<file path="config.mk">
export PLATFORM = sky130hd
export DESIGN_NAME = spm_ctrl
export DESIGN_NICKNAME = d
export VERILOG_FILES = /design/src/rtl/spm_pkg.sv /design/src/rtl/spm_ctrl.sv
export SDC_FILE = /design/constraint.sdc
export NUM_CORES = 1
export LEC_CHECK = 0
export BUFFER_PORTS_ARGS = -buffer_cell sky130_fd_sc_hd__buf_2
export CAP_MARGIN = 20
export CORE_AREA = 2 2 39 41
export DETAILED_ROUTE_END_ITERATION = 8
export DIE_AREA = 0 0 41 43
export PLACE_DENSITY = 0.31
export SYNTH_ARGS = -nofsm -noshare
export SYNTH_HDL_FRONTEND = slang
export SYNTH_SLANG_ARGS = --single-unit
</file>
<file path="constraint.sdc">
create_clock -name i_clk -period 1.6 [get_ports i_clk]
set_input_delay 0 -clock i_clk [delete_from_list [all_inputs] [get_ports i_clk]]
set_output_delay 0 -clock i_clk [all_outputs]
set_load 0.01 [all_outputs]
</file>
<file path="src/rtl/spm_pkg.sv">
// Shared types and constants for the semaphore pool manager.
// No dependencies; compiled first.
`timescale 1ns / 1ps
`default_nettype none

package spm_pkg;

    localparam int DEF_NUM_SEMAPHORES = 32;
    localparam int DEF_NUM_ENVS       = 1024;
    localparam int DEF_COUNT_BITS     = 16;

    localparam int OP_W      = 2;
    localparam int HANDLE_W  = 6;
    localparam int INIT_W    = 16;
    localparam int ENV_IN_W  = 10;
    localparam int STATUS_W  = 2;
    localparam int GRANT_W   = 5;

    typedef enum logic [OP_W-1:0] {
        OP_OPEN  = 2'd0,
        OP_CLOSE = 2'd1,
        OP_POST  = 2'd2,
        OP_WAIT  = 2'd3
    } t_op;

    typedef enum logic [STATUS_W-1:0] {
        ST_OK      = 2'd0,
        ST_NO_FREE = 2'd1,
        ST_INVALID = 2'd2
    } t_status;

    typedef enum logic [1:0] {
        S_IDLE,
        S_EXEC,
        S_LINK
    } t_state;

    // controller -> datapath
    typedef struct packed {
        logic accept;
        logic link_rd;
        logic commit;
    } t_ctrl_cmd;

    // datapath -> controller
    typedef struct packed {
        logic need_link;
        logic out_free;
    } t_dp_status;

endpackage

`default_nettype wire

</file>
<file path="src/rtl/spm_ctrl.sv">
// Request sequencer: accept, optional waiter link read, commit.
// Depends on spm_pkg.
`timescale 1ns / 1ps
`default_nettype none

module spm_ctrl (
    input  wire logic                i_clk,
    input  wire logic                i_rst_n,
    input  wire logic                i_req_valid,
    output logic                     o_req_ready,
    input  wire spm_pkg::t_dp_status i_dp_stat,
    output spm_pkg::t_ctrl_cmd       o_cmd
);
    import spm_pkg::*;

    t_state r_state;
    t_state n_state;

    always_ff @(posedge i_clk) begin
        if (!i_rst_n) begin
            r_state <= S_IDLE;
        end else begin
            r_state <= n_state;
        end
    end

    always_comb begin
        n_state = r_state;
        case (r_state)
            S_IDLE: begin
                if (i_req_valid) n_state = S_EXEC;
            end
            S_EXEC: begin
                if (i_dp_stat.need_link) begin
                    n_state = S_LINK;
                end else if (i_dp_stat.out_free) begin
                    n_state = S_IDLE;
                end
            end
            S_LINK: begin
                if (i_dp_stat.out_free) n_state = S_IDLE;
            end
            default: n_state = S_IDLE;
        endcase
    end

    always_comb begin
        o_req_ready   = 1'b0;
        o_cmd         = '0;
        case (r_state)
            S_IDLE: begin
                o_req_ready  = 1'b1;
                o_cmd.accept = i_req_valid;
            end
            S_EXEC: begin
                o_cmd.link_rd = i_dp_stat.need_link;
                o_cmd.commit  = !i_dp_stat.need_link && i_dp_stat.out_free;
            end
            S_LINK: begin
                o_cmd.commit = i_dp_stat.out_free;
            end
            default: begin
                o_req_ready = 1'b0;
            end
        endcase
    end

endmodule

`default_nettype wire

</file>
; ---- Word-level counts from Yosys, hierarchy flattened
; Cells that the tools add are included.
[classes]
eq_ne = 3
muxes = 8
reduce_logical = 3
[ops]
columns = cell, count
row1 = 2-bit two-way mux, 3
row2 = 2-bit one-hot mux with 3 select lines, 1
row3 = 1-bit two-way mux, 3
row4 = 2-bit by 1-bit == test with 1-bit output (second input constant), 1
row5 = 2-bit == test (second input constant), 1
row6 = 2-bit logical NOT, 1
row7 = 2-bit inequality test (second input constant), 1
row8 = 1-bit one-hot mux with 2 select lines, 1
row9 = 1-bit logical AND, 1
row10 = 1-bit logical NOT, 1
[word_totals]
register_bits = 2
inputBits = 5
out_inout_bits = 4
wordCells = 15

; ---- Logic depth before layout (Yosys ltp)
[depth]
word_depth = 3
depth_mapped = 5
mapped_depth_nobuf = 5

; ---- Worst setup path after synthesis
; Ideal clock, no wire load.
[synth_path]
kind = flip-flop to flip-flop
startpoint = reg r_state[0]
endpoint = reg r_state[1]
setup_ps = 121
arrival_time_ps = 1064
required_time_ps = 1479
path_slack_ps = 415
stages_incl_launch_ff = 6
n_path_buf = 0
period_less_slack_ps = 1185
path_cell_list = dfxtp_1 -> inv_1 -> ha_1 -> or2_0 -> a21oi_1 -> o22ai_1
[synth_between]
elab_chain_cells = 2
word_cells_on_any_way = 5
cone_classes = 3 x eq/ne / 1 x mux / 1 x reduce/logical
[synth_lines]
columns = item, line_no
row1 = "start, declared", spm_ctrl.sv:16  ; t_state r_state;
row2 = "start signal, assigned", spm_ctrl.sv:23  ; r_state <= n_state;
row3 = "2-bit == test, or another cell as far along", spm_ctrl.sv:29  ; case (r_state)
row4 = 2-bit one-hot mux with 3 select lines / 2-bit inequality test (equally long branches), --
; Several ways; a longest one is shown, not always the timed one.
; A chain may end at the register's enable or synchronous reset.

==> metrics <==
Post-layout nets 45; CTS tree done; Slew headroom 0.880; Yosys top cell by area ha_1; leak pwr between 0.1 and 0.15 nW; most used routing layer in global routing met4; Rows 14; Crit. End Element output pin; Critical Path Source r_state[1]; Port-buffer cells 8; grt met2 use 0.0719; Hold WS 0.0393 ns; Die ar. approximately 1800 µm²; Hold Fails Final Rpt 0; Max-Cap Viols 0; post-synthesis instance area 193 µm²; GRT overflow 0; Clk network pwr share 0.518; Clk pin slew, worst setup/hold paths ~0.030 ns; DRT iter0 DRCs 11; synth unique cells 15; Crit Path Max Fanout 4; Seq/Total Area, Yosys 0.208; # diodes 0; I/O Pins 9; Detailed Routing Iterations Pass 1 4; Comb power frac 0.227; clk sink count 2; max-slew violations 0; total CTS buffers 3; initial core utilization 0.139; Post-DP Area 253 µm²; total core area 1380 µm²; Crit Path Class flop to output pin; status complete, no violations; Setup violations, final 0; Top reg by flops r_state; H-Tree Depth 1; cells after synthesis 23; Ys Warns 0; ranking of synthesized cells by area ha_1 26%, dfxtp_1 21%, o211ai_1 7.8%; root buffer cell clkbuf_4; via count 196; share of the synthesized area in the top cell type 0.260; WL/cell 9.00 µm; cts hold-fix bufs 0; reg-to-reg startpoint r_state[0]; vias in the first global route 183; area grow syn2layout 42.9%; maximum root-to-sink buffer count 2; RSZ-0062 raised after global routing no; largest net degree at the start of global routing 6; worst-skew pair later-pin latency approximately 0.24 ns; GR Util met3 0.0157; #FFs+latches synth 2; Power Total between 0.2 and 0.25 mW; Post-synth ARST share 0; gpl congestion 0.713; Finished Core Util 0.199; worst clock skew 0.00599 ns; average size of a mapped cell 8.38 µm²; final setup TNS 0 ns; DRC viols 0; post-CTS resize count 0; Total GRT Usage 0.0611; share of layout cells above drive strength 1 0.324; worst min path class input pin to flop; Die H 43 µm; switching share of total power 0.293; Max Clk Rate 727 MHz; crit path DAT 1.38 ns; Tcrit/Tclk final 0.860; Post-synth top flop dfxtp_1; CP startpoint kind flop; Mapped Nets 32; max reg flops 2; internal power 0.163 mW; final non-filler cell area 275 µm²; met1 Use GR 0.0735; count leader, synth ha_1; drt total wl 450 µm; setup bufs post-CTS 0; Final min period between 1 and 1.5 ns; initial antenna violation count 0; largest registers r_state: 2 flops; Vias/cell 3.92; post-route ant nets 0; DIE WIDTH around 40 µm; IR drop worst, VDD between 0.15 and 0.2 mV; CP required 1.60 ns; number of synthesized flops with an enable pin 0; PwrDens 838 nW/µm²; DPL Wire Length 346 µm; hold_sp i_rst_n; NetSw 0.0676 mW; first-pass GRT wire length 676 µm; slew at the pin closest to its max-slew limit 0.179 ns; sequential share of power 0.254
[stage by stage]
step | cells | worst slack [ns]
after floorplan | 23 | 0.415
after global placement | 47 | 0.314
after detailed placement | 47 | 0.318
after CTS | 50 | 0.208
after global routing | 50 | 0.176
final | 50 | 0.224
[cell type report]
class	count	area, µm²
fill	158	1110
multi-input combinational	19	145
sequential	2	40.0
timing repair buffer	8	40.0
clock buffer	3	22.5
tap	16	20.0
inverter	2	7.51
[power by group through the flow]
stage / clock network, mW / registers, mW / logic (mW)
floorplan: 0 / 0.0583 / 0.0338
finish: 0.120 / 0.0586 / 0.0524
global route: 0.127 / 0.0598 / 0.0607
detailed placement: 0 / 0.0597 / 0.0528
CTS: 0.125 / 0.0588 / 0.0532
global placement: 0 / 0.0595 / 0.0536
[logic make-up (layout without fill, tap and decap cells)]
family,Yosys count,count (layout),synth area share
compound gates,6,6,0.227
fa+ha+maj,4,4,0.260
simple gates,9,9,0.266
flops,2,2,0.208
buf+inv,2,13,0.0390
[layout by cell type, fill, tap and decap left out]
cell type	netlist	routed
o22ai_1	1	1
o211a_1	1	1
nor2_1	1	1
and2_1	2	2
clkbuf_4	0	3
and2b_1	1	1
ha_1	4	4
dfxtp_1	2	2
nor2b_1	1	1
or2_0	1	1
a21oi_1	1	1
nand3b_1	1	1
buf_2	0	8
nand2_1	2	2
inv_1	2	2
o211ai_1	2	2
a21boi_1	1	1
[critical path: stages (launching register included)]
cell and delay (ns):
dfxtp_1 0.38, inv_1 0.09, ha_1 0.20, nor2b_1 0.15, o211a_1 0.20, buf_2 0.13
[routing by layer]
| metal | part of all wire | wire length (µm) |
|---|---|---|
| met5 | 0 | 0 |
| met4 | 0.038 | 17 |
| met3 | 0.073 | 33 |
| met2 | 0.42 | 189 |
| met1 | 0.47 | 210 |
[worst paths after layout]
| check | to | slack (ns) | depth (start not counted) |
|---|---|---|---|
| worst max-delay path | o_cmd[0] | 0.22 | 5 |
| worst min register to register | r_state[1] | 0.54 | 2 |
| worst min-delay path | r_state[0] | 0.04 | 2 |
| worst max register to register | r_state[1] | 0.32 | 5 |
Note: power is estimated with default switching activity, not from simulation.
